<file path="config.mk">
export PLATFORM = sky130hd
export DESIGN_NAME = mbap_frame_deframer
export DESIGN_NICKNAME = d
export VERILOG_FILES = /design/src/hdl/mbd_pkg.sv /design/src/hdl/mbd_ram.sv /design/src/hdl/mbd_front.sv /design/src/hdl/mbd_back.sv /design/src/hdl/mbap_frame_deframer.sv
export SDC_FILE = /design/constraint.sdc
export NUM_CORES = 2
export LEC_CHECK = 0
export ABC_CLOCK_PERIOD_IN_PS = 5150
export BUFFER_PORTS_ARGS = -buffer_cell sky130_fd_sc_hd__buf_2
export CORE_MARGIN = 1.5
export CORE_UTILIZATION = 35
export CTS_CLUSTER_DIAMETER = 50
export DETAILED_ROUTE_END_ITERATION = 6
export PLACE_DENSITY = 0.46
export SYNTH_ARGS = -nofsm -noshare
export SYNTH_HDL_FRONTEND = slang
export SYNTH_MEMORY_MAX_BITS = 65536
export SYNTH_SLANG_ARGS = --single-unit
</file>
<file path="constraint.sdc">
create_clock -name clk -period 5.15 [get_ports clk]
set_input_delay 1.2875 -clock clk [delete_from_list [all_inputs] [get_ports clk]]
set_output_delay 1.2875 -clock clk [all_outputs]
set_load 0.02 [all_outputs]
</file>
<file path="src/hdl/mbd_pkg.sv">
// Shared types and constants for the MBAP frame deframer.
// No dependencies; imported by every module of the block except mbd_ram.
package mbd_pkg;

  // Input kinds carried on in_tuser
  localparam logic [1:0] OP_BYTE = 2'd0;
  localparam logic [1:0] OP_TICK = 2'd1;
  localparam logic [1:0] OP_READ = 2'd2;
  localparam logic [1:0] OP_NOP  = 2'd3;

  // Result kinds carried on out_tuser
  localparam logic [2:0] EV_NONE    = 3'd0;
  localparam logic [2:0] EV_DONE    = 3'd1;
  localparam logic [2:0] EV_BAD_PID = 3'd2;
  localparam logic [2:0] EV_BAD_LEN = 3'd3;
  localparam logic [2:0] EV_GAP     = 3'd4;

  // Frame phases
  localparam logic [1:0] PH_HEADER = 2'd0;
  localparam logic [1:0] PH_MBAP   = 2'd1;
  localparam logic [1:0] PH_PDU    = 2'd2;

  localparam logic [15:0] HDR_BYTES  = 16'd4;
  localparam logic [15:0] MBAP_BYTES = 16'd3;

  // Register map (word index taken from paddr[2])
  localparam logic REG_GAP_TICKS   = 1'b0;
  localparam logic REG_MAX_ADU_LEN = 1'b1;

  localparam logic [15:0] GAP_TICKS_RST   = 16'd100;
  localparam logic [9:0]  MAX_ADU_LEN_RST = 10'd260;

  // Result queue between front and back
  localparam int QDEPTH = 4;
  localparam int QAW    = $clog2(QDEPTH);
  localparam int QCW    = $clog2(QDEPTH + 1);

  typedef struct packed {
    logic       valid;
    logic       is_read;
    logic [2:0] event_res;
    logic [9:0] frame_len;
  } stage_t;

  typedef struct packed {
    logic [2:0] event_res;
    logic [9:0] frame_len;
    logic [7:0] read_data;
  } result_t;

endpackage

</file>
<file path="src/hdl/mbd_ram.sv">
// Generic single-write, single-read RAM with registered read data.
// No dependencies.
module mbd_ram #(
  parameter int WIDTH = 8,
  parameter int DEPTH = 512
) (
  input  logic                     clk,
  input  logic                     we,
  input  logic [$clog2(DEPTH)-1:0] waddr,
  input  logic [WIDTH-1:0]         wdata,
  input  logic                     re,
  input  logic [$clog2(DEPTH)-1:0] raddr,
  output logic [WIDTH-1:0]         rdata
);

  logic [WIDTH-1:0] mem [DEPTH];

  always_ff @(posedge clk) begin
    if (we) begin
      mem[waddr] <= wdata;
    end
    if (re) begin
      rdata <= mem[raddr];
    end
  end

endmodule

</file>
<file path="src/hdl/mbd_front.sv">
// Front end: accepts input beats, runs the MBAP phase machine, drives the buffer RAM.
// Depends on mbd_pkg; feeds a stage record to mbd_back.
module mbd_front #(
  parameter int BUF_DEPTH = 512,
  parameter int AW        = 9
) (
  input  logic                 clk,
  input  logic                 rst_n,
  input  logic                 in_tvalid,
  output logic                 in_tready,
  input  logic [1:0]           opcode,
  input  logic [7:0]           data_byte,
  input  logic [8:0]           read_index,
  input  logic [15:0]          gap_ticks,
  input  logic [9:0]           max_adu_len,
  input  logic [mbd_pkg::QCW-1:0] occupancy,
  output mbd_pkg::stage_t      stage,
  output logic                 ram_we,
  output logic [AW-1:0]        ram_waddr,
  output logic [7:0]           ram_wdata,
  output logic                 ram_re,
  output logic [AW-1:0]        ram_raddr
);
  import mbd_pkg::*;

  logic [1:0]  phase_r,   phase_nxt;
  logic [9:0]  bcnt_r,    bcnt_nxt;
  logic [15:0] brem_r,    brem_nxt;
  logic [7:0]  len_hi_r,  len_hi_nxt;
  logic [7:0]  len_lo_r,  len_lo_nxt;
  logic [15:0] idle_r,    idle_nxt;
  logic        pid_bad_r, pid_bad_nxt;
  stage_t      stage_r,   stage_nxt;

  logic        accept;
  logic [9:0]  bcnt_inc;
  logic [15:0] brem_dec;
  logic [15:0] len;
  logic [16:0] len_sum;
  logic [16:0] max_ext;
  logic [15:0] idle_inc;
  logic        wr_ok;

  assign in_tready = (32'(occupancy) + 32'(stage_r.valid)) < QDEPTH;
  assign accept    = in_tvalid && in_tready;

  assign bcnt_inc = bcnt_r + 10'd1;
  assign brem_dec = brem_r - 16'd1;
  assign len      = {len_hi_r, len_lo_r};
  assign len_sum  = {1'b0, len} + 17'd6;
  assign max_ext  = (32'(max_adu_len) < BUF_DEPTH) ? 17'(max_adu_len) : 17'(BUF_DEPTH);
  assign idle_inc = (idle_r != 16'hFFFF) ? idle_r + 16'd1 : idle_r;
  assign wr_ok    = 32'(bcnt_r) < BUF_DEPTH;

  assign ram_waddr = AW'(bcnt_r);
  assign ram_wdata = data_byte;
  assign ram_raddr = AW'(read_index);

  always_comb begin
    phase_nxt   = phase_r;
    bcnt_nxt    = bcnt_r;
    brem_nxt    = brem_r;
    len_hi_nxt  = len_hi_r;
    len_lo_nxt  = len_lo_r;
    idle_nxt    = idle_r;
    pid_bad_nxt = pid_bad_r;
    ram_we      = 1'b0;
    ram_re      = 1'b0;
    stage_nxt.valid     = accept;
    stage_nxt.is_read   = 1'b0;
    stage_nxt.event_res = EV_NONE;
    stage_nxt.frame_len = '0;

    if (accept) begin
      unique case (opcode)
        OP_BYTE: begin
          idle_nxt = '0;
          unique case (phase_r)
            PH_HEADER: begin
              ram_we   = wr_ok;
              bcnt_nxt = bcnt_inc;
              brem_nxt = brem_dec;
              if (brem_r == 16'd2) begin
                pid_bad_nxt = (data_byte != 8'd0);
              end
              if (brem_r == 16'd1) begin
                if (pid_bad_r || (data_byte != 8'd0)) begin
                  // drop the frame on a non-zero protocol id
                  phase_nxt = PH_HEADER;
                  bcnt_nxt  = '0;
                  brem_nxt  = HDR_BYTES;
                  stage_nxt.event_res = EV_BAD_PID;
                end else begin
                  phase_nxt = PH_MBAP;
                  brem_nxt  = MBAP_BYTES;
                end
              end
            end
            PH_MBAP: begin
              ram_we   = wr_ok;
              bcnt_nxt = bcnt_inc;
              brem_nxt = brem_dec;
              if (brem_r == 16'd3) begin
                len_hi_nxt = data_byte;
              end
              if (brem_r == 16'd2) begin
                len_lo_nxt = data_byte;
              end
              if (brem_r == 16'd1) begin
                if ((len == 16'd0) || (len_sum > max_ext)) begin
                  phase_nxt = PH_HEADER;
                  bcnt_nxt  = '0;
                  brem_nxt  = HDR_BYTES;
                  stage_nxt.event_res = EV_BAD_LEN;
                end else if (len == 16'd1) begin
                  // unit id only: frame is complete now
                  phase_nxt = PH_HEADER;
                  bcnt_nxt  = '0;
                  brem_nxt  = HDR_BYTES;
                  stage_nxt.event_res = EV_DONE;
                  stage_nxt.frame_len = bcnt_inc;
                end else begin
                  phase_nxt = PH_PDU;
                  brem_nxt  = len - 16'd1;
                end
              end
            end
            PH_PDU: begin
              ram_we   = wr_ok;
              bcnt_nxt = bcnt_inc;
              brem_nxt = brem_dec;
              if (brem_r == 16'd1) begin
                phase_nxt = PH_HEADER;
                bcnt_nxt  = '0;
                brem_nxt  = HDR_BYTES;
                stage_nxt.event_res = EV_DONE;
                stage_nxt.frame_len = bcnt_inc;
              end
            end
            default: begin
              // recover from an unused phase code
              phase_nxt = PH_HEADER;
              bcnt_nxt  = '0;
              brem_nxt  = HDR_BYTES;
            end
          endcase
        end
        OP_TICK: begin
          if (idle_inc >= gap_ticks) begin
            idle_nxt = '0;
            if (bcnt_r != 10'd0) begin
              phase_nxt = PH_HEADER;
              bcnt_nxt  = '0;
              brem_nxt  = HDR_BYTES;
              stage_nxt.event_res = EV_GAP;
            end
          end else begin
            idle_nxt = idle_inc;
          end
        end
        OP_READ: begin
          ram_re            = (32'(read_index) < BUF_DEPTH);
          stage_nxt.is_read = ram_re;
        end
        OP_NOP: begin
        end
      endcase
    end
  end

  always_ff @(posedge clk) begin
    len_lo_r          <= len_lo_nxt;
    stage_r.is_read   <= stage_nxt.is_read;
    stage_r.event_res <= stage_nxt.event_res;
    stage_r.frame_len <= stage_nxt.frame_len;
    if (!rst_n) begin
      phase_r       <= PH_HEADER;
      bcnt_r        <= '0;
      brem_r        <= HDR_BYTES;
      len_hi_r      <= '0;
      idle_r        <= '0;
      pid_bad_r     <= 1'b0;
      stage_r.valid <= 1'b0;
    end else begin
      phase_r       <= phase_nxt;
      bcnt_r        <= bcnt_nxt;
      brem_r        <= brem_nxt;
      len_hi_r      <= len_hi_nxt;
      idle_r        <= idle_nxt;
      pid_bad_r     <= pid_bad_nxt;
      stage_r.valid <= stage_nxt.valid;
    end
  end

  assign stage = stage_r;

endmodule

</file>
<file path="src/hdl/mbd_back.sv">
// Back end: merges buffer read data into results and queues them for the output channel.
// Depends on mbd_pkg; takes the stage record from mbd_front.
module mbd_back (
  input  logic                    clk,
  input  logic                    rst_n,
  input  mbd_pkg::stage_t         stage,
  input  logic [7:0]              ram_rdata,
  output logic [mbd_pkg::QCW-1:0] occupancy,
  output logic                    out_tvalid,
  input  logic                    out_tready,
  output mbd_pkg::result_t        out_res
);
  import mbd_pkg::*;

  result_t          q_mem [QDEPTH];
  logic [QAW-1:0]   head_r, head_nxt;
  logic [QAW-1:0]   tail_r, tail_nxt;
  logic [QCW-1:0]   count_r, count_nxt;
  logic             push, pop;
  result_t          entry;

  assign push = stage.valid;
  assign pop  = out_tvalid && out_tready;

  always_comb begin
    entry.event_res = stage.event_res;
    entry.frame_len = stage.frame_len;
    entry.read_data = stage.is_read ? ram_rdata : 8'd0;
    head_nxt  = pop  ? head_r + QAW'(1) : head_r;
    tail_nxt  = push ? tail_r + QAW'(1) : tail_r;
    count_nxt = count_r + QCW'(push) - QCW'(pop);
  end

  always_ff @(posedge clk) begin
    if (!rst_n) begin
      head_r  <= '0;
      tail_r  <= '0;
      count_r <= '0;
    end else begin
      head_r  <= head_nxt;
      tail_r  <= tail_nxt;
      count_r <= count_nxt;
    end
  end

  always_ff @(posedge clk) begin
    if (push) begin
      q_mem[tail_r] <= entry;
    end
  end

  assign occupancy  = count_r;
  assign out_tvalid = (count_r != '0);
  assign out_res    = q_mem[head_r];

endmodule

</file>
<file path="src/hdl/mbap_frame_deframer.sv">
// Top level of the MBAP frame deframer: config registers, front end, buffer RAM, back end.
// Depends on mbd_pkg, mbd_ram, mbd_front and mbd_back.
//
//  channel   | dir | handshake               | payload
//  ----------+-----+-------------------------+---------------------------------------------
//  in_       | in  | in_tvalid / in_tready   | tuser: opcode; tdata: data_byte, read_index
//  out_      | out | out_tvalid / out_tready | tuser: event_res; tdata: frame_len, read_data
//  cfg_      | in  | APB write/read          | gap_ticks @0x0, max_adu_len @0x4
//
// One beat is accepted per cycle while in_tready is high; each beat yields one result beat,
// registered in the stage record and then queued. The buffer RAM is written and read
// through a single port pair, one access per beat. A four-entry result queue parts the
// output from the front end: the input stalls once the queued results plus the beat in
// the read stage reach four.
// Reset (synchronous, active low) returns to the header phase and empties the queue;
// buffer contents are left as they are.
module mbap_frame_deframer #(
  parameter int BUF_DEPTH = 512
) (
  input  logic        clk,
  input  logic        rst_n,
  // input channel
  input  logic        in_tvalid,
  output logic        in_tready,
  input  logic [23:0] in_tdata,   // [7:0] data_byte, [16:8] read_index, rest zero
  input  logic [1:0]  in_tuser,   // [1:0] opcode
  // result channel
  output logic        out_tvalid,
  input  logic        out_tready,
  output logic [23:0] out_tdata,  // [9:0] frame_len, [17:10] read_data, rest zero
  output logic [2:0]  out_tuser,  // [2:0] event_res
  // configuration
  input  logic        cfg_psel,
  input  logic        cfg_penable,
  input  logic        cfg_pwrite,
  input  logic [2:0]  cfg_paddr,
  input  logic [31:0] cfg_pwdata,
  output logic [31:0] cfg_prdata,
  output logic        cfg_pready
);
  import mbd_pkg::*;

  localparam int AW = $clog2(BUF_DEPTH);

  logic [15:0]    gap_ticks_r;
  logic [9:0]     max_adu_len_r;
  logic           cfg_wr;

  stage_t         stage;
  result_t        out_res;
  logic [QCW-1:0] occupancy;
  logic           ram_we, ram_re;
  logic [AW-1:0]  ram_waddr, ram_raddr;
  logic [7:0]     ram_wdata, ram_rdata;

  // Config port: no wait states, word index in paddr[2]
  assign cfg_pready = 1'b1;
  assign cfg_wr     = cfg_psel && cfg_penable && cfg_pwrite && cfg_pready;

  always_ff @(posedge clk) begin
    if (!rst_n) begin
      gap_ticks_r   <= GAP_TICKS_RST;
      max_adu_len_r <= MAX_ADU_LEN_RST;
    end else if (cfg_wr) begin
      if (cfg_paddr[2] == REG_GAP_TICKS) begin
        gap_ticks_r <= cfg_pwdata[15:0];
      end else begin
        max_adu_len_r <= cfg_pwdata[9:0];
      end
    end
  end

  always_comb begin
    unique case (cfg_paddr[2])
      REG_GAP_TICKS:   cfg_prdata = {16'd0, gap_ticks_r};
      REG_MAX_ADU_LEN: cfg_prdata = {22'd0, max_adu_len_r};
      default:         cfg_prdata = '0;
    endcase
  end

  // Front end: phase machine and buffer access
  mbd_front #(
    .BUF_DEPTH (BUF_DEPTH),
    .AW        (AW)
  ) u_front (
    .clk         (clk),
    .rst_n       (rst_n),
    .in_tvalid   (in_tvalid),
    .in_tready   (in_tready),
    .opcode      (in_tuser),
    .data_byte   (in_tdata[7:0]),
    .read_index  (in_tdata[16:8]),
    .gap_ticks   (gap_ticks_r),
    .max_adu_len (max_adu_len_r),
    .occupancy   (occupancy),
    .stage       (stage),
    .ram_we      (ram_we),
    .ram_waddr   (ram_waddr),
    .ram_wdata   (ram_wdata),
    .ram_re      (ram_re),
    .ram_raddr   (ram_raddr)
  );

  // Frame buffer
  mbd_ram #(
    .WIDTH (8),
    .DEPTH (BUF_DEPTH)
  ) u_buf (
    .clk   (clk),
    .we    (ram_we),
    .waddr (ram_waddr),
    .wdata (ram_wdata),
    .re    (ram_re),
    .raddr (ram_raddr),
    .rdata (ram_rdata)
  );

  // Back end: result queue and output
  mbd_back u_back (
    .clk        (clk),
    .rst_n      (rst_n),
    .stage      (stage),
    .ram_rdata  (ram_rdata),
    .occupancy  (occupancy),
    .out_tvalid (out_tvalid),
    .out_tready (out_tready),
    .out_res    (out_res)
  );

  assign out_tdata = {6'd0, out_res.read_data, out_res.frame_len};
  assign out_tuser = out_res.event_res;

endmodule

</file>
Word-level counts from Yosys, hierarchy flattened --
Memory sizes are Yosys's and may differ from the RTL's. A register that Yosys moved wholly into a read port is not among the register bits. Cells that the tools add are included.
Storage, ports and cells: bits in registers 109, memory bits (writable) 4180, input port bits 68, output and inout port bits 62, logic and storage cells 130, memories 2
Operators by class: add/subtract/negate cells 10, magnitude comparators 5, equality and inequality tests 14, mux-type cells 59, bitwise operators 1, reductions and logical operators 23
Memory list:
- u_buf.mem | words 512, width 8, rd ports 1, clocked after Yosys merged registers in 1, wr ports 1, line mbd_ram.sv:16 | logic [WIDTH-1:0] mem [DEPTH];
- u_back.q_mem | words 4, width 21, rd ports 1, clocked after Yosys merged registers in 1, wr ports 1, line mbd_back.sv:15 | result_t q_mem [QDEPTH];
Operators by type and width (number):
- $mux 16 | 9
- $mux 10 | 10
- $pmux 16 s2 | 2
- $pmux 32 s2 | 1
- $pmux 16 s3 | 1
- $pmux 10 s2 | 2
- $eq 16x1->1 const B | 2
- $eq 16x2->1 const B | 2
- $lt 32x3->1 const B | 1
- $sub 16x1->16 const B | 2
- $pmux 10 s3 | 1
- $mux 11 | 2
- $lt 10x10->1 const B | 2
- $mux 2 | 10
- $add 16x3->17 const B | 1
- $gt 17x17->1 | 1
- $add 16x1->16 const B | 1
- $ge 16x16->1 | 1
- $logic_not 16->1 | 1
- $ne 16x16->1 const B | 1
- $reduce_and 4->1 | 4
- $mux 3 | 5
- $mux 13 | 1
- $add 10x1->10 const B | 1
- other kinds (25) | 48

Logic depth before layout (Yosys ltp) --
depth in word-level cells 8, depth in mapped cells 17

Modules after synthesis --
Synthesis repeated with hierarchy kept, for this count alone.
Second synthesis, totals: cells, all modules 8981, area, all modules 170268.3 µm²
Modules (own cells, without submodules):
- mbd_ram | instances 1, cells an instance 8030, area an instance 160007.2 µm², seq. area each 123238.2 µm²
- mbd_front | instances 1, cells an instance 639, area an instance 5317.6 µm², seq. area each 1601.5 µm²
- mbd_back | instances 1, cells an instance 161, area an instance 3550.9 µm², seq. area each 2702.6 µm²
- mbap_frame_deframer | instances 1, cells an instance 151, area an instance 1392.6 µm², seq. area each 520.5 µm²

Least setup slack after synthesis --
Ideal clock, no wire load.
path kind input -> register, start point input in_tuser[0], end point memory u_buf.mem[70][0], enable pin, setup time 0.370 ns, arrival time 3.463 ns, setup slack 1.316 ns, stages 8, cells stage by stage clkbuf_1 or2_2 nor4b_4 nand3b_1 nor3_1 nand2_1 buf_2 nor2_1
Between the ends: cells in the longest elaborated chain, start to end 5
Ends and longest elaborated chain:
- from (decl) | line mbap_frame_deframer.sv:26 | input logic [1:0] in_tuser,
- $logic_not 2->1 | line mbd_front.sv:75 | unique case (opcode)
- $mux 1 | line mbd_front.sv:75
- $mux 1 | line mbd_front.sv:74 | if (accept) begin
- $mux 1 | line mbd_ram.sv:19 | if (we) begin
- $mux 1 (not written as such) | line mbd_ram.sv:20 | mem[waddr] <= wdata;
- to (decl) | line mbd_ram.sv:16
No other way between the ends.

Worst setup path in the final report --
start point register u_front.idle_r[3], end point register u_front.brem_r[5]
Between the ends: cells in the longest elaborated chain, start to end 5
Ends and longest elaborated chain:
- from (decl) | line mbd_front.sv:31 | logic [15:0] idle_r, idle_nxt;
- from (signal assigned) | line mbd_front.sv:189 | idle_r <= idle_nxt;
- $add 16x1->16 / $ne 16x16->1 (equally long branches) | line mbd_front.sv:52 | assign idle_inc = (idle_r != 16'hFFFF) ? idle_r + 16'd1 : idle_r;
- $mux 16 (*) | line mbd_front.sv:52
- $ge 16x16->1 (*) | line mbd_front.sv:149 | if (idle_inc >= gap_ticks) begin
- $ne 2x1->1 (no source line) (*)
- $reduce_and 4->1 (no source line) (*)
- to (signal assigned) | line mbd_front.sv:187 | brem_r <= brem_nxt;
- to (decl) | line mbd_front.sv:28 | logic [15:0] brem_r, brem_nxt;
Every way passes the cells marked *; elsewhere a longest branch is shown, timed or not. A chain may end at the register's enable or synchronous reset.

==> flow_summary.ini <==
[critical_path]
required_ns = 6.03
timing.rr.start = u_front.idle_r[3]
worst_ep_arrival_time_ns = 5.48
path_max_fanout = 8
critical_path.top_delay_family = compound AO/OA/AOI/OAI gates
cp-end-kind = flip-flop
reg2reg_depth = 16
cp-start-kind = flip-flop
slowest_delay_ns = 0.75
critPathKind = flip-flop to flip-flop
worst-path-buf-inv = 1
crit_top_cell = a21o_1
crit_chain = and4_1 -> nand4_1 -> or4_1 -> nand2b_1 -> nor3_1 -> xor2_1 -> ha_1 -> a21o_1 -> a21o_1 -> a21oi_1 -> a21o_1 -> o21ai_0 -> a21oi_1 -> buf_4 -> o21a_1 -> o31a_1
r2r-end = u_front.brem_r[5]
reg2reg_slack_ns = 0.55
slowest_stage = or4_1

[worst_hold_path]
holdPathStages = 2
holdCritStartpoint = gap_ticks_r[10]
hp-class = flip-flop to flip-flop
holdPathEnd = gap_ticks_r[10]

[sta]
post-route-min-period_ns = 4.60
hold_viol = 0
hold_ws_ns = 0.454
slew_headroom_pct = 12.6
fin_setup_tns_ns = 0
setup_violations = 0
maxSlewViolCount = 0
rsz0062_at_grt = no
fmax_ghz = 0.217
post-route-period-util_pct = 89.4
tightest_slew_ns = 1.31
skew_ns = 0.0343

[grt]
grt_usage_pct = 19.2
grt_max_degree = 192
grt_overflow = 0
grt_pass1_wl_mm = 664
grt_pass1_vias = 86900
grt_antenna_before_repair = 37

[cts]
path_clk_slew_ns = 0.05
cts_tree = done
cts.sinks = 4299
cts_htree_levels = 6
cts_hold_buf = 0
cts-root-buf = clkbuf_16
postCtsSetupRepairBufs = 0
clkLatencyLatePin_ns = 1.03
cts_made_buffers = 529
clock_path_buffers = 4
ctsResizeCount = 0

[route]
wl_per_cell_um = 29.9
drt_iter0_markers = 8776
drtPass1Iterations = 5
detail_route.vias_per_cell = 5.32
drt_wl_total_mm = 472
num_vias = 83900
detail-route-antenna-nets = 0
drc_errors = 0

[cells_and_area]
drive_above_1_share_pct = 29.9
nets = 9066
fillers = 42000
area_growth_pct = 17.8

[floorplan]
start_util_pct = 35.1
num_io_pins = 130
fp.dieW_um = 696
rows = 254
die_y_um = 696
core_area_um2 = 479000
dieArea_um2 = 485000

[yosys]
syn_area_per_cell_um2 = 20.7
synthArstFlopShare_pct = 0
yosysWarnings = 0
seq_area_frac_synth_pct = 76.1
dominantRegCellSynth = edfxtp_1
yosysTopAreaCell = edfxtp_1
synth_area_um2 = 168000
synthCells = 8109
yosysUniqueCellTypes = 74
synth_top_area_share_pct = 74.9
synth_edf_count = 4196
synth-seq-cells = 4299
synth_area_leaders = edfxtp_1 (75%), mux4_2 (14%), nor2_1 (1.4%)

[placed_design]
dp_hpwl_mm = 291
port_buffers = 81
place_congestion = 0.805

[job]
cap_violations = 0

[power]
power.density_nw_per_um2 = 399
leakage_nw = 62.7
vdd_drop_max_uv = 338

[status]
status = finished clean
==> worst max path at each step <==
stage | to | slack [ns] | depth (start not counted) | startpoint
floorplan | u_buf.mem[70][0] | 1.32 | 8 | in_tuser[0]
global placement | u_front.bcnt_r[9] | -2.74 | 8 | in_tdata[7]
detailed placement | u_buf.rdata[5] | -0.05 | 14 | in_tdata[8]
CTS | u_front.brem_r[5] | 0.54 | 16 | u_front.idle_r[3]
global route | u_front.brem_r[5] | 0.21 | 16 | u_front.idle_r[3]
finish | u_front.brem_r[5] | 0.55 | 16 | u_front.idle_r[3]
==> synth_stat cells (all sizes together) (32+ instances only) <==
cell type and instances:
a211oi 47, a21oi 103, a221oi 82, and2 47, buf 266, clkbuf 263, dfxtp 103, edfxtp 4196
ha 50, inv 45, mux2 107, mux2i 161, mux4 1045, nand2 251, nand3 51, nor2 615
nor3 32, nor4 33, o21ai 161, o221ai 110, o22a 90
==> routing by layer <==
metal | wire (µm) | vias up | track usage (%)
li1 | - | 35400 | -
met1 | 209000 | 45400 | 27.4
met2 | 226000 | 2467 | 31.2
met3 | 26000 | 581 | 2.73
met4 | 10400 | 4 | 4.46
met5 | 28 | - | 0
==> report_power, final <==
part           switching (mW)  internal, mW  leakage (nW)
registers              0.0584          38.5          38.5
clock network            14.5          21.8          8.33
logic                    2.59          1.50          15.8
total                    17.2          61.8          62.7
==> flip-flops by register name (all words and copies together) (netlist names), 3 cells and up, named ones only <==
register,flops
u_front.len_lo_r,8
u_buf.mem,4096
u_front.stage,15
gap_ticks_r,16
u_front.bcnt_r,10
u_buf.rdata,8
u_back.q_mem,84
u_front.len_hi_r,8
max_adu_len_r,10
u_front.idle_r,16
u_back.occupancy,3
u_front.brem_r,16
==> placed cells by master (no fill, tap or decap), types with 91 or more instances in the layout <==
| master | instances |
|---|---|
| nor2_1 | 612 |
| a21oi_1 | 102 |
| clkinv_1 | 91 |
| edfxtp_1 | 4196 |
| mux2_2 | 107 |
| buf_4 | 649 |
| mux2i_1 | 161 |
| mux4_2 | 1045 |
| dfxtp_1 | 103 |
| o221ai_1 | 110 |
| nand2_1 | 236 |
| clkbuf_16 | 546 |
| o21ai_0 | 161 |
==> logic make-up after synthesis <==
| group | count (synthesis) | synth area share, % |
|---|---|---|
| xor+xnor | 44 | 0.229 |
| buf+inv | 576 | 1.71 |
| other cells | 2 | 0.00447 |
| compound gates | 700 | 2.96 |
| fa+ha+maj | 51 | 0.384 |
| flops | 4299 | 76.1 |
| mux | 1313 | 15.7 |
| simple gates | 1124 | 2.90 |
==> per-stage QoR <==
step	total power, mW	util [%]	std cells	area [µm²]	setup slack (ns)
6_report	79.0	41.4	15800	198000	0.548
4_1_cts	79.8	41.4	15800	198000	0.536
2_1_floorplan	41.3	-	8130	168000	1.32
3_3_place_gp	43.4	37.8	14800	181000	-2.74
5_1_grt	81.3	41.4	15800	198000	0.208
3_5_place_dp	43.4	37.8	14800	181000	-0.0514
==> worst min-delay path, cell delays in order, from the launching register on <==
cell and delay [ns]:
dfxtp_1 0.30, nand2_1 0.05, a21oi_1 0.05
==> layout make-up <==
type	instances	area, µm²	share of cell area [%]
sequential	4299	128000	64.6
multi-input combinational	3255	37600	19.0
clock buffer	627	14000	7.07
tap	6400	8010	4.04
timing repair buffer	815	7110	3.59
clock inverter	317	3110	1.57
inverter	47	184	0.0928
antenna	11	27.5	0.0139
(Power assumes the default switching activity.)
